### src/sv/double_ended_queue_assert.svh
// Assertion macros used by the queue datapath (deq_dpath).
`ifndef DOUBLE_ENDED_QUEUE_ASSERT_SVH
`define DOUBLE_ENDED_QUEUE_ASSERT_SVH

// Same-cycle implication, checked outside reset.
`define DEQ_ASSERT_IMP(label, ante, cons, msg) \
    label: assert property (@(posedge clk) disable iff (!rst_n) (ante) |-> (cons)) \
        else $error(msg);

// Next-cycle implication, checked outside reset.
`define DEQ_ASSERT_NEXT(label, ante, cons, msg) \
    label: assert property (@(posedge clk) disable iff (!rst_n) (ante) |=> (cons)) \
        else $error(msg);

`endif

### src/sv/deq_pkg.sv
package deq_pkg;

    localparam int DEPTH = 16;
    localparam int IDX_W = $clog2(DEPTH);
    localparam int CNT_W = $clog2(DEPTH + 1);

    typedef enum logic [2:0] {
        OP_PUSH_FRONT = 3'd0,
        OP_PUSH_REAR  = 3'd1,
        OP_POP_FRONT  = 3'd2,
        OP_POP_REAR   = 3'd3,
        OP_PEEK_FRONT = 3'd4,
        OP_PEEK_REAR  = 3'd5
    } op_t;

    typedef enum logic [1:0] {
        RES_DONE  = 2'd0,
        RES_EMPTY = 2'd1,
        RES_FULL  = 2'd2
    } res_t;

    typedef struct packed {
        logic [7:0]  status;
        logic [15:0] arrival;
        logic [15:0] service;
        logic [15:0] start;
        logic [15:0] finish;
    } rec_t;

    localparam int REC_W = $bits(rec_t);

    typedef enum logic {
        ST_IDLE,
        ST_DONE
    } state_t;

    // Controller to datapath
    typedef struct packed {
        logic exec;
        logic load_out;
    } cmd_t;

    // Datapath to controller
    typedef struct packed {
        logic out_busy;
    } sts_t;

    function automatic logic [IDX_W-1:0] idx_next(input logic [IDX_W-1:0] i);
        idx_next = (i == IDX_W'(DEPTH - 1)) ? '0 : i + IDX_W'(1);
    endfunction

    function automatic logic [IDX_W-1:0] idx_prev(input logic [IDX_W-1:0] i);
        idx_prev = (i == '0) ? IDX_W'(DEPTH - 1) : i - IDX_W'(1);
    endfunction

endpackage

### src/sv/deq_ram.sv
module deq_ram #(
    parameter int WIDTH = 8,
    parameter int DEPTH = 16
) (
    input  logic                     clk,
    input  logic                     we,
    input  logic [$clog2(DEPTH)-1:0] waddr,
    input  logic [WIDTH-1:0]         wdata,
    input  logic                     re,
    input  logic [$clog2(DEPTH)-1:0] raddr,
    output logic [WIDTH-1:0]         rdata
);

    logic [WIDTH-1:0] mem [DEPTH];
    logic [WIDTH-1:0] rdata_reg;

    always_ff @(posedge clk)
    begin
        if (we)
        begin
            mem[waddr] <= wdata;
        end
        if (re)
        begin
            rdata_reg <= mem[raddr];
        end
    end

    assign rdata = rdata_reg;

endmodule

### src/sv/deq_ctrl.sv
module deq_ctrl (
    input  logic          clk,
    input  logic          rst_n,
    input  logic          in_valid,
    output logic          in_ready,
    input  deq_pkg::sts_t sts,
    output deq_pkg::cmd_t cmd
);

    deq_pkg::state_t state_reg;
    deq_pkg::state_t state_next;

    always_ff @(posedge clk or negedge rst_n)
    begin
        if (!rst_n)
        begin
            state_reg <= deq_pkg::ST_IDLE;
        end
        else
        begin
            state_reg <= state_next;
        end
    end

    always_comb
    begin
        state_next   = state_reg;
        in_ready     = 1'b0;
        cmd.exec     = 1'b0;
        cmd.load_out = 1'b0;
        unique case (state_reg)
            deq_pkg::ST_IDLE:
            begin
                in_ready = 1'b1;
                cmd.exec = in_valid;
                if (in_valid)
                begin
                    state_next = deq_pkg::ST_DONE;
                end
            end
            deq_pkg::ST_DONE:
            begin
                // hold until the output register is free
                if (!sts.out_busy)
                begin
                    cmd.load_out = 1'b1;
                    state_next   = deq_pkg::ST_IDLE;
                end
            end
            default:
            begin
                state_next = deq_pkg::ST_IDLE;
            end
        endcase
    end

endmodule

### src/sv/deq_dpath.sv
`include "double_ended_queue_assert.svh"

module deq_dpath (
    input  logic                      clk,
    input  logic                      rst_n,
    input  deq_pkg::cmd_t             cmd,
    output deq_pkg::sts_t             sts,
    input  logic [2:0]                opcode,
    input  deq_pkg::rec_t             in_rec,
    output logic                      ram_we,
    output logic [deq_pkg::IDX_W-1:0] ram_waddr,
    output deq_pkg::rec_t             ram_wdata,
    output logic                      ram_re,
    output logic [deq_pkg::IDX_W-1:0] ram_raddr,
    input  deq_pkg::rec_t             ram_rdata,
    output logic                      out_valid,
    input  logic                      out_ready,
    output deq_pkg::res_t             out_code,
    output deq_pkg::rec_t             out_rec,
    output logic [deq_pkg::CNT_W-1:0] out_count
);

    logic [deq_pkg::IDX_W-1:0] front_reg;
    logic [deq_pkg::IDX_W-1:0] front_next;
    logic [deq_pkg::IDX_W-1:0] rear_reg;
    logic [deq_pkg::IDX_W-1:0] rear_next;
    logic [deq_pkg::CNT_W-1:0] count_reg;
    logic [deq_pkg::CNT_W-1:0] count_next;
    deq_pkg::res_t             code_reg;
    deq_pkg::res_t             code_next;
    logic                      rec_sel_reg;
    logic                      rec_sel_next;
    logic                      out_valid_reg;
    logic                      out_valid_next;
    deq_pkg::res_t             out_code_reg;
    deq_pkg::rec_t             out_rec_reg;
    logic [deq_pkg::CNT_W-1:0] out_count_reg;
    logic                      is_full;
    logic                      is_empty;

    assign is_full   = (count_reg == deq_pkg::CNT_W'(deq_pkg::DEPTH));
    assign is_empty  = (count_reg == '0);
    assign ram_wdata = in_rec;

    always_comb
    begin
        front_next   = front_reg;
        rear_next    = rear_reg;
        count_next   = count_reg;
        code_next    = code_reg;
        rec_sel_next = rec_sel_reg;
        ram_we       = 1'b0;
        ram_waddr    = rear_reg;
        ram_re       = 1'b0;
        ram_raddr    = front_reg;
        if (cmd.exec)
        begin
            code_next    = deq_pkg::RES_DONE;
            rec_sel_next = 1'b0;
            unique case (deq_pkg::op_t'(opcode))
                deq_pkg::OP_PUSH_FRONT:
                begin
                    if (is_full)
                    begin
                        code_next = deq_pkg::RES_FULL;
                    end
                    else
                    begin
                        front_next = deq_pkg::idx_prev(front_reg);
                        ram_waddr  = deq_pkg::idx_prev(front_reg);
                        ram_we     = 1'b1;
                        count_next = count_reg + deq_pkg::CNT_W'(1);
                    end
                end
                deq_pkg::OP_PUSH_REAR:
                begin
                    if (is_full)
                    begin
                        code_next = deq_pkg::RES_FULL;
                    end
                    else
                    begin
                        rear_next  = deq_pkg::idx_next(rear_reg);
                        ram_waddr  = rear_reg;
                        ram_we     = 1'b1;
                        count_next = count_reg + deq_pkg::CNT_W'(1);
                    end
                end
                deq_pkg::OP_POP_FRONT:
                begin
                    if (is_empty)
                    begin
                        code_next = deq_pkg::RES_EMPTY;
                    end
                    else
                    begin
                        ram_raddr    = front_reg;
                        ram_re       = 1'b1;
                        rec_sel_next = 1'b1;
                        front_next   = deq_pkg::idx_next(front_reg);
                        count_next   = count_reg - deq_pkg::CNT_W'(1);
                    end
                end
                deq_pkg::OP_POP_REAR:
                begin
                    if (is_empty)
                    begin
                        code_next = deq_pkg::RES_EMPTY;
                    end
                    else
                    begin
                        ram_raddr    = deq_pkg::idx_prev(rear_reg);
                        ram_re       = 1'b1;
                        rec_sel_next = 1'b1;
                        rear_next    = deq_pkg::idx_prev(rear_reg);
                        count_next   = count_reg - deq_pkg::CNT_W'(1);
                    end
                end
                deq_pkg::OP_PEEK_FRONT:
                begin
                    if (is_empty)
                    begin
                        code_next = deq_pkg::RES_EMPTY;
                    end
                    else
                    begin
                        ram_raddr    = front_reg;
                        ram_re       = 1'b1;
                        rec_sel_next = 1'b1;
                    end
                end
                deq_pkg::OP_PEEK_REAR:
                begin
                    if (is_empty)
                    begin
                        code_next = deq_pkg::RES_EMPTY;
                    end
                    else
                    begin
                        ram_raddr    = deq_pkg::idx_prev(rear_reg);
                        ram_re       = 1'b1;
                        rec_sel_next = 1'b1;
                    end
                end
                default:
                begin
                    // unused opcode: drop the transaction, report done
                end
            endcase
        end
    end

    always_comb
    begin
        out_valid_next = out_valid_reg;
        if (cmd.load_out)
        begin
            out_valid_next = 1'b1;
        end
        else if (out_valid_reg && out_ready)
        begin
            out_valid_next = 1'b0;
        end
    end

    always_ff @(posedge clk or negedge rst_n)
    begin
        if (!rst_n)
        begin
            front_reg     <= '0;
            rear_reg      <= '0;
            count_reg     <= '0;
            out_valid_reg <= 1'b0;
        end
        else
        begin
            front_reg     <= front_next;
            rear_reg      <= rear_next;
            count_reg     <= count_next;
            out_valid_reg <= out_valid_next;
        end
    end

    always_ff @(posedge clk)
    begin
        code_reg    <= code_next;
        rec_sel_reg <= rec_sel_next;
        if (cmd.load_out)
        begin
            out_code_reg  <= code_reg;
            out_rec_reg   <= rec_sel_reg ? ram_rdata : '0;
            out_count_reg <= count_reg;
        end
    end

    assign sts.out_busy = out_valid_reg && !out_ready;
    assign out_valid    = out_valid_reg;
    assign out_code     = out_code_reg;
    assign out_rec      = out_rec_reg;
    assign out_count    = out_count_reg;

    `DEQ_ASSERT_IMP(a_count_bound, 1'b1, count_reg <= deq_pkg::CNT_W'(deq_pkg::DEPTH), "count above depth")
    `DEQ_ASSERT_IMP(a_ring_empty, is_empty, front_reg == rear_reg, "empty ring with split indices")
    `DEQ_ASSERT_IMP(a_one_port, 1'b1, !(ram_we && ram_re), "write and read in one cycle")
    `DEQ_ASSERT_IMP(a_load_free, cmd.load_out, !(out_valid_reg && !out_ready), "result overwritten")
    `DEQ_ASSERT_NEXT(a_push_count, ram_we, count_reg == $past(count_reg) + deq_pkg::CNT_W'(1), "push count")

endmodule

### src/sv/double_ended_queue.sv
// Bounded double-ended queue of customer records held in a ring of deq_pkg::DEPTH slots
// in one RAM. Every transaction carries one of six operations (push/pop/peek at either
// end) and yields exactly one result: a code (done, empty, full), the record popped or
// peeked (zero otherwise) and the count after the operation. An accepted transaction
// updates the ring indices and accesses the RAM in its accept cycle; in ST_DONE the
// registered RAM data goes to the output register once it is free; in_ready is low
// there, so a new transaction waits, owing to the registered read port of the record
// RAM. The output register lets a result wait for out_ready while the next transaction
// is taken. No clearing pass: slots are read only after they were written.
module double_ended_queue (
    input  logic                      clk,
    input  logic                      rst_n,
    input  logic                      in_valid,
    output logic                      in_ready,
    input  logic [2:0]                opcode,
    input  logic [7:0]                cust_status,
    input  logic [15:0]               arrival_time,
    input  logic [15:0]               service_time,
    input  logic [15:0]               start_time,
    input  logic [15:0]               end_time,
    output logic                      out_valid,
    input  logic                      out_ready,
    output logic [1:0]                result_code,
    output logic [7:0]                out_status,
    output logic [15:0]               out_arrival,
    output logic [15:0]               out_service,
    output logic [15:0]               out_start,
    output logic [15:0]               out_end,
    output logic [deq_pkg::CNT_W-1:0] entries_now
);

    deq_pkg::cmd_t             cmd;
    deq_pkg::sts_t             sts;
    deq_pkg::rec_t             in_rec;
    deq_pkg::rec_t             out_rec;
    deq_pkg::res_t             out_code;
    logic                      ram_we;
    logic [deq_pkg::IDX_W-1:0] ram_waddr;
    deq_pkg::rec_t             ram_wdata;
    logic                      ram_re;
    logic [deq_pkg::IDX_W-1:0] ram_raddr;
    logic [deq_pkg::REC_W-1:0] ram_rdata;

    assign in_rec.status  = cust_status;
    assign in_rec.arrival = arrival_time;
    assign in_rec.service = service_time;
    assign in_rec.start   = start_time;
    assign in_rec.finish  = end_time;

    deq_ctrl u_ctrl (
        .clk      (clk),
        .rst_n    (rst_n),
        .in_valid (in_valid),
        .in_ready (in_ready),
        .sts      (sts),
        .cmd      (cmd)
    );

    deq_dpath u_dpath (
        .clk       (clk),
        .rst_n     (rst_n),
        .cmd       (cmd),
        .sts       (sts),
        .opcode    (opcode),
        .in_rec    (in_rec),
        .ram_we    (ram_we),
        .ram_waddr (ram_waddr),
        .ram_wdata (ram_wdata),
        .ram_re    (ram_re),
        .ram_raddr (ram_raddr),
        .ram_rdata (deq_pkg::rec_t'(ram_rdata)),
        .out_valid (out_valid),
        .out_ready (out_ready),
        .out_code  (out_code),
        .out_rec   (out_rec),
        .out_count (entries_now)
    );

    deq_ram #(
        .WIDTH (deq_pkg::REC_W),
        .DEPTH (deq_pkg::DEPTH)
    ) u_ram (
        .clk   (clk),
        .we    (ram_we),
        .waddr (ram_waddr),
        .wdata (ram_wdata),
        .re    (ram_re),
        .raddr (ram_raddr),
        .rdata (ram_rdata)
    );

    assign result_code = out_code;
    assign out_status  = out_rec.status;
    assign out_arrival = out_rec.arrival;
    assign out_service = out_rec.service;
    assign out_start   = out_rec.start;
    assign out_end     = out_rec.finish;

endmodule

### config.mk
export PLATFORM = sky130hd
export DESIGN_NAME = double_ended_queue
export DESIGN_NICKNAME = d
export VERILOG_FILES = /design/src/sv/deq_pkg.sv /design/src/sv/deq_ram.sv /design/src/sv/deq_ctrl.sv /design/src/sv/deq_dpath.sv /design/src/sv/double_ended_queue.sv
export VERILOG_INCLUDE_DIRS = /design/src /design/src/sv
export SDC_FILE = /design/constraint.sdc
export NUM_CORES = 2
export LEC_CHECK = 0
export BUFFER_PORTS_ARGS = -buffer_cell sky130_fd_sc_hd__clkbuf_2
export CAP_MARGIN = 20
export CORE_ASPECT_RATIO = 1.25
export CORE_MARGIN = 5
export CORE_UTILIZATION = 49
export CTS_CLUSTER_SIZE = 12
export DETAILED_ROUTE_END_ITERATION = 10
export PLACE_DENSITY_LB_ADDON = 0.2
export SLEW_MARGIN = 5
export SYNTH_ARGS = -nofsm -noshare
export SYNTH_HDL_FRONTEND = slang
export SYNTH_SLANG_ARGS = --single-unit
### constraint.sdc
create_clock -name clk -period 6.49 [get_ports clk]
set_clock_uncertainty 0.05 [all_clocks]
set_input_delay 1.6225 -clock clk [delete_from_list [all_inputs] [get_ports clk]]
set_output_delay 1.6225 -clock clk [all_outputs]
set_load 0.02 [all_outputs]
# Yosys cells after proc, flatten, opt, wreduce, memory -nomap -nowiden
# Memories as Yosys holds them, arrays and structs flattened. A register that Yosys moved wholly into a read port is not among the register bits.
# Index checks and enable logic that the tools add are counted.
[totals]
regBits = 97
ramBits = 1152
word_cells = 93
in_bits = 79
memories = 1
[op_classes]
bitwise = 1
n_addsub = 6
muxes = 39
reduce_logical = 18
eq_ne = 14
[mem_list]
columns = ["memory", "words", "width", "rd", "rd_ports_with_merged_regs", "write_ports", "line", "source"]
rows = [
  ["u_ram.mem", 16, 72, 1, 1, 1, "deq_ram.sv:14", "logic [WIDTH-1:0] mem [DEPTH];"],
]
[op_table]
columns = ["cell", "count"]
rows = [
  ["4-bit 2-to-1 mux", 14],
  ["1-bit 2-to-1 mux", 17],
  ["4-bit one-hot mux with 2 select lines", 2],
  ["2-bit != test, second input constant", 6],
  ["4-bit AND reduction", 3],
  ["5-bit 2-to-1 mux", 2],
  ["5-bit one-hot mux with 2 select lines", 1],
  ["4-bit by 1-bit adder with 4-bit output, second input constant", 2],
  ["4-bit equality test, second input constant", 2],
  ["4-bit zero test", 2],
  ["2-bit nonzero test", 4],
  ["4-bit by 1-bit subtractor with 4-bit output, second input constant", 2],
  ["3-bit by 2-bit equality test with 1-bit output, second input constant", 2],
  ["3-bit equality test, second input constant", 2],
  ["2-bit OR reduction", 3],
  ["5-bit by 1-bit adder with 5-bit output, second input constant", 1],
  ["5-bit equality test, second input constant", 1],
  ["5-bit zero test", 1],
  ["5-bit by 1-bit subtractor with 5-bit output, second input constant", 1],
  ["2-bit one-hot mux with 2 select lines", 1],
  ["4-bit OR reduction", 1],
  ["3-bit by 1-bit equality test with 1-bit output, second input constant", 1],
  ["3-bit zero test", 1],
  ["1-bit logical AND", 2],
  ["4 further kinds", 4],
]

# Depth between registers and ports, before layout
[logic_depth]
depth_word = 6
depth_mapped = 13

# Hierarchy
# From an unflattened synthesis, not the netlist that was laid out.
[hier_totals]
hier_cells = 2223
area_unflattened_um2 = 50044.2
[modules_own_cells]
columns = ["module", "cells_each", "seq_area_each_um2", "area_per_inst_um2", "instances"]
rows = [
  ["deq_ram", 1850, 36755.3, 45273.4, 1],
  ["deq_dpath", 368, 2812.7, 4713.3, 1],
  ["deq_ctrl", 5, 25.0, 57.6, 1],
]

# Worst setup path before layout
# No wires, ideal clock.
[synth_path]
path_kind = "input port to flip-flop"
start = "input port in_valid"
end = "memory u_ram.mem[2][0] (netlist name), enable pin"
arrival_ns = 6.129
setup_slack_ns = -0.191
setup_ns = 0.503
path_buffers = 1
cell_stages = 7
required_time_ns = 5.937
cell_sequence = "nand2_1 nor4b_1 nor2b_1 clkbuf_1 mux2i_1 nand3_1 nor2_1"
[synth_between]
elab_chain_cells = 4
word_cells_on_any_way = 5
[synth_rtl]
columns = ["element", "line", "source"]
rows = [
  ["start: declaration", "double_ended_queue.sv:13", "input logic in_valid,"],
  ["1-bit 2-to-1 mux *", "deq_ctrl.sv:31", "unique case (state_reg)"],
  ["1-bit 2-to-1 mux", "deq_dpath.sv:56", "if (cmd.exec)"],
  ["1-bit 2-to-1 mux", "deq_ram.sv:19", "if (we)"],
  ["1-bit 2-to-1 mux (implied by the code)", "deq_ram.sv:21", "mem[waddr] <= wdata;"],
  ["end: declaration", "deq_ram.sv:14", ""],
]
# Mark *: on every way between the ends. The rest lies on a longest branch, timed or not.

# Worst setup path in the final report
[layout_path]
start = "input port opcode[1]"
end = "register u_ram.rdata_reg[17] (netlist: u_ram.rdata[17]) (read register of u_ram.mem) (data pin)"
[layout_between]
elab_chain_cells = 4
word_cells_on_any_way = 10
[layout_rtl]
columns = ["element", "line", "source"]
rows = [
  ["start: declaration", "double_ended_queue.sv:15", "input logic [2:0] opcode,"],
  ["3-bit by 2-bit equality test with 1-bit output / 3-bit equality test (equally long branches)", "deq_dpath.sv:60", "unique case (deq_pkg::op_t'(opcode))"],
  ["4-bit OR reduction (no source line) / 2-bit OR reduction (equally long branches)", "--", ""],
  ["1-bit 2-to-1 mux / 4-bit 2-to-1 mux (equally long branches)", "--", ""],
  ["1-bit 2-to-1 mux / 4-bit 2-to-1 mux (equally long branches)", "deq_dpath.sv:56", ""],
  ["end: declaration", "deq_ram.sv:15", "logic [WIDTH-1:0] rdata_reg;"],
]
# Parallel ways exist; a longest one is shown, timed or not.
# A chain may end at the register's enable or synchronous reset.

==> results.py <==
metrics = {
    "detailed_routing": {
        "ant_nets": 0,
        "firstDrtPassIters": 5,
        "vias": 26120,
        "drc": 0,
        "wire_per_inst_um": 26.68,
        "wirelength_um": 117600,
        "drt_iter0_drc": 2470,
        "viasPerCell": 5.928,
    },
    "critical_path": {
        "worstSetupEndpointType": "flop",
        "critPathRequiredTime_ns": 6.91,
        "critical_path_class": "input port to flop",
        "crit_slowest_cell": "nor2_4",
        "r2r_cells": 7,
        "path_delay_family": "simple AND/OR/NAND/NOR gates",
        "rrSetupSlack_ns": 2.31,
        "cp.buffers_inverters": 1,
        "arrival_ns": 4.79,
        "crit_fanout": 103,
        "startpoint_type": "input port",
        "r2r-end": "u_ram.rdata[17]",
        "r2r_start": "u_dpath.count_reg[1]",
        "slowest_delay_ns": 0.90,
        "path_cells": "clkbuf_2 > xor2_1 > o2111ai_4 > mux2_8 > nor2_4 > nand3_1 > nand4_1 > a21oi_1",
    },
    "placement": {
        "hpwl_um": 60760,
        "gp_congestion": 0.7767,
        "placed_cell_area_sq_um": 52780,
        "portBuffers": 159,
    },
    "job": {
        "maxCapViolations": 0,
    },
    "floorplanning": {
        "start_util": 0.4913,
        "rows": 131,
        "coreArea_sq_um": 101800,
        "die-area_sq_um": 108600,
        "pin_count": 160,
        "die_x_um": 295.7,
        "die_h_um": 367.2,
    },
    "min_path": {
        "hold_class": "flop to flop",
        "hp-start": "u_dpath.code_reg[1]",
        "hold_end": "u_dpath.out_code[1]",
        "holdPathStages": 0,
    },
    "synth": {
        "syn-instance-count": 2806,
        "syn-cell-area_sq_um": 50010,
        "synthXorXnorAreaFrac": 0.002102,
        "synth.avg_cell_area_sq_um": 17.82,
        "synth_top_family_by_area": "multiplexers",
        "async_flop_share": 0.01136,
        "synth_ff_type": "edfxtp_1",
        "synth_seq_cells": 1321,
        "synth-adder-area-share": 0.002152,
        "ys_seq_area_frac": 0.7917,
        "synth-compound-area-share": 0.02932,
        "synth_top_area_cell": "edfxtp_1",
        "synthMuxAreaShare": 0.08439,
        "synth_simple_gate_area_frac": 0.07626,
        "synth_warnings": 0,
        "synth.area.top_cells": "edfxtp_1, mux4_2, nand2_1",
        "synth.net_count": 2893,
        "synthDistinctLibCells": 40,
        "synth-edff-count": 1306,
        "yosysTopAreaCellShare": 0.7842,
    },
    "sta": {
        "finalCritPeriodShare": 0.6739,
        "finalSetupTns_ns": 0,
        "setup_viol": 0,
        "whs_ns": 0.3662,
        "worst_slew_pin_slew_ns": 1.125,
        "fin_crit_ns": 4.374,
        "hold_viol_final": 0,
        "timing.slew.headroom": 0.2479,
        "rsz0062_at_grt": "no",
        "slew_violations": 0,
        "fmax_mhz": 228.6,
    },
    "power_and_ir_drop": {
        "netSwitchingFraction": 0.3041,
        "power_frac_seq": 0.441,
        "p_comb_frac": 0.262,
        "power_density_nw_per_um2": 407.6,
        "clkPwrFrac": 0.297,
        "p_int_mw": 16.04,
        "power.total_mw": 23.05,
        "power.switching_mw": 7.008,
        "ir_drop_mv": 0.4905,
        "leakage_nw": 18.68,
    },
    "clock_tree": {
        "postCtsResizedCells": 0,
        "cts_made_buffers": 133,
        "post-cts-setup-buffer-count": 0,
        "cts_hold_buf": 0,
        "cts_tree": "yes",
        "clock_sinks": 1321,
        "cts.root.buffer_cell": "clkbuf_16",
        "clockBufferDepth": 3,
        "path_clk_slew_ns": 0.06,
        "h-tree-depth": 4,
        "clk_latency_ns": 0.74,
    },
    "final_layout": {
        "largest_reg_flops": 1152,
        "multiInputGateArea_sq_um": 9983,
        "finalNetCount": 3097,
        "final_area_sq_um": 56550,
        "syn_to_final_growth_pct": 13.07,
        "nFillCells": 7723,
        "drive_gt1_frac": 0.1879,
        "regArea_sq_um": 39590,
        "fin_util": 0.5556,
    },
    "grt": {
        "overflow": 0,
        "grt_max_degree": 154,
        "grt_usage": 0.2172,
        "grt_pass1_wl_um": 174900,
        "grt_pass1_vias": 27170,
        "antenna_found_initial": 12,
    },
    "outcome": {
        "status": "completed",
    },
}
cell families (layout without fill, tap and decap cells):
family / count (synthesis) / count (layout)
flip-flops: 1321 / 1321
AND/OR/NAND/NOR: 862 / 862
multiplexers: 222 / 222
AO/OA/AOI/OAI: 211 / 211
buffers and inverters: 170 / 435
XOR/XNOR: 12 / 12
adder cells (fa/ha/maj): 8 / 8
other: 0 / 6
metal layers:
metal / wire length, um / global-route usage / share of wire / vias to the layer above
li1: - / - / - / 11340
met1: 46910 / 0.2882 / 0.40 / 13580
met2: 59620 / 0.3668 / 0.51 / 1001
met3: 8179 / 0.04354 / 0.070 / 196
met4: 2791 / 0.06575 / 0.024 / 8
met5: 57 / 0 / 0.00048 / -
metrics by stage:
step / setup slack, ns / std cells
3_3_place_gp: 1.419 / 4204
3_5_place_dp: 1.340 / 4204
2_1_floorplan: -0.1914 / 2806
6_report: 2.116 / 4407
4_1_cts: 2.168 / 4400
5_1_grt: 1.918 / 4403
how the worst max path moves through the flow:
stage	slack, ns	end	startpoint	cells past startpoint
6_report	2.12	u_ram.rdata[17]	opcode[1]	8
5_1_grt	1.92	u_ram.rdata[34]	opcode[1]	8
4_1_cts	2.17	u_ram.rdata[34]	opcode[1]	8
3_5_place_dp	1.34	u_ram.rdata[34]	opcode[1]	8
3_3_place_gp	1.42	u_ram.rdata[34]	opcode[1]	8
2_1_floorplan	-0.19	u_ram.mem[2][0]	in_valid	7
power groups by stage:
stage                     clock network (mW)  logic [mW]  registers (mW)
final                                   6.84        6.04            10.2
after global routing                    7.36        6.59            10.2
after CTS                               7.00        6.10            10.2
after detailed placement                   0        6.08            10.3
after global placement                     0        5.97            10.3
after floorplan                            0        4.12            10.3
cell usage in the layout, fill, tap and decap left out, types with 2 or more instances in the layout:
master / n
xor2_1: 7
buf_4: 46
edfxtp_1: 1306
a41oi_1: 2
nand2b_1: 2
inv_1: 15
ha_1: 7
nand4_1: 18
clkbuf_16: 136
mux2i_4: 4
a32oi_1: 20
o21bai_1: 2
mux2i_1: 52
nor3_1: 2
a21oi_1: 39
nand3_1: 255
clkinv_2: 4
dfrtp_1: 15
nand2_1: 473
o211ai_1: 17
a21o_1: 2
diode_2: 6
mux2_8: 2
buf_12: 18
and2_1: 72
nor2_1: 8
clkbuf_2: 159
a22oi_1: 73
clkbuf_1: 29
a221oi_1: 13
inv_6: 11
xnor2_1: 5
o21ai_0: 28
mux4_2: 159
nor2b_1: 2
clkinv_1: 13
a31oi_1: 12
nor2_4: 25
mux2_2: 5
synth_stat cells, types with 12 or more instances:
cell type and number:
edfxtp_1 1306, nand2_1 473, nand3_1 255, mux4_2 159, clkbuf_1 90, a22oi_1 73, and2_1 73, mux2i_1 56
buf_2 50, a21oi_1 39, nor2_1 33, o21ai_0 28, a32oi_1 20, nand4_1 18, o211ai_1 17, dfrtp_1 15
inv_1 15, a221oi_1 13, buf_1 13, a31oi_1 12
layout make-up:
| class | instances | share of cell area |
|---|---|---|
| Sequential cell | 1321 | 0.7002 |
| Multi-Input combinational cell | 1315 | 0.1765 |
| Clock buffer | 165 | 0.06211 |
| Tap cell | 1330 | 0.02943 |
| Timing Repair Buffer | 223 | 0.02655 |
| Clock inverter | 31 | 0.003872 |
| Inverter | 16 | 0.001062 |
| Antenna cell | 6 | 0.0002655 |
Note: power is estimated with default switching activity, not from simulation.
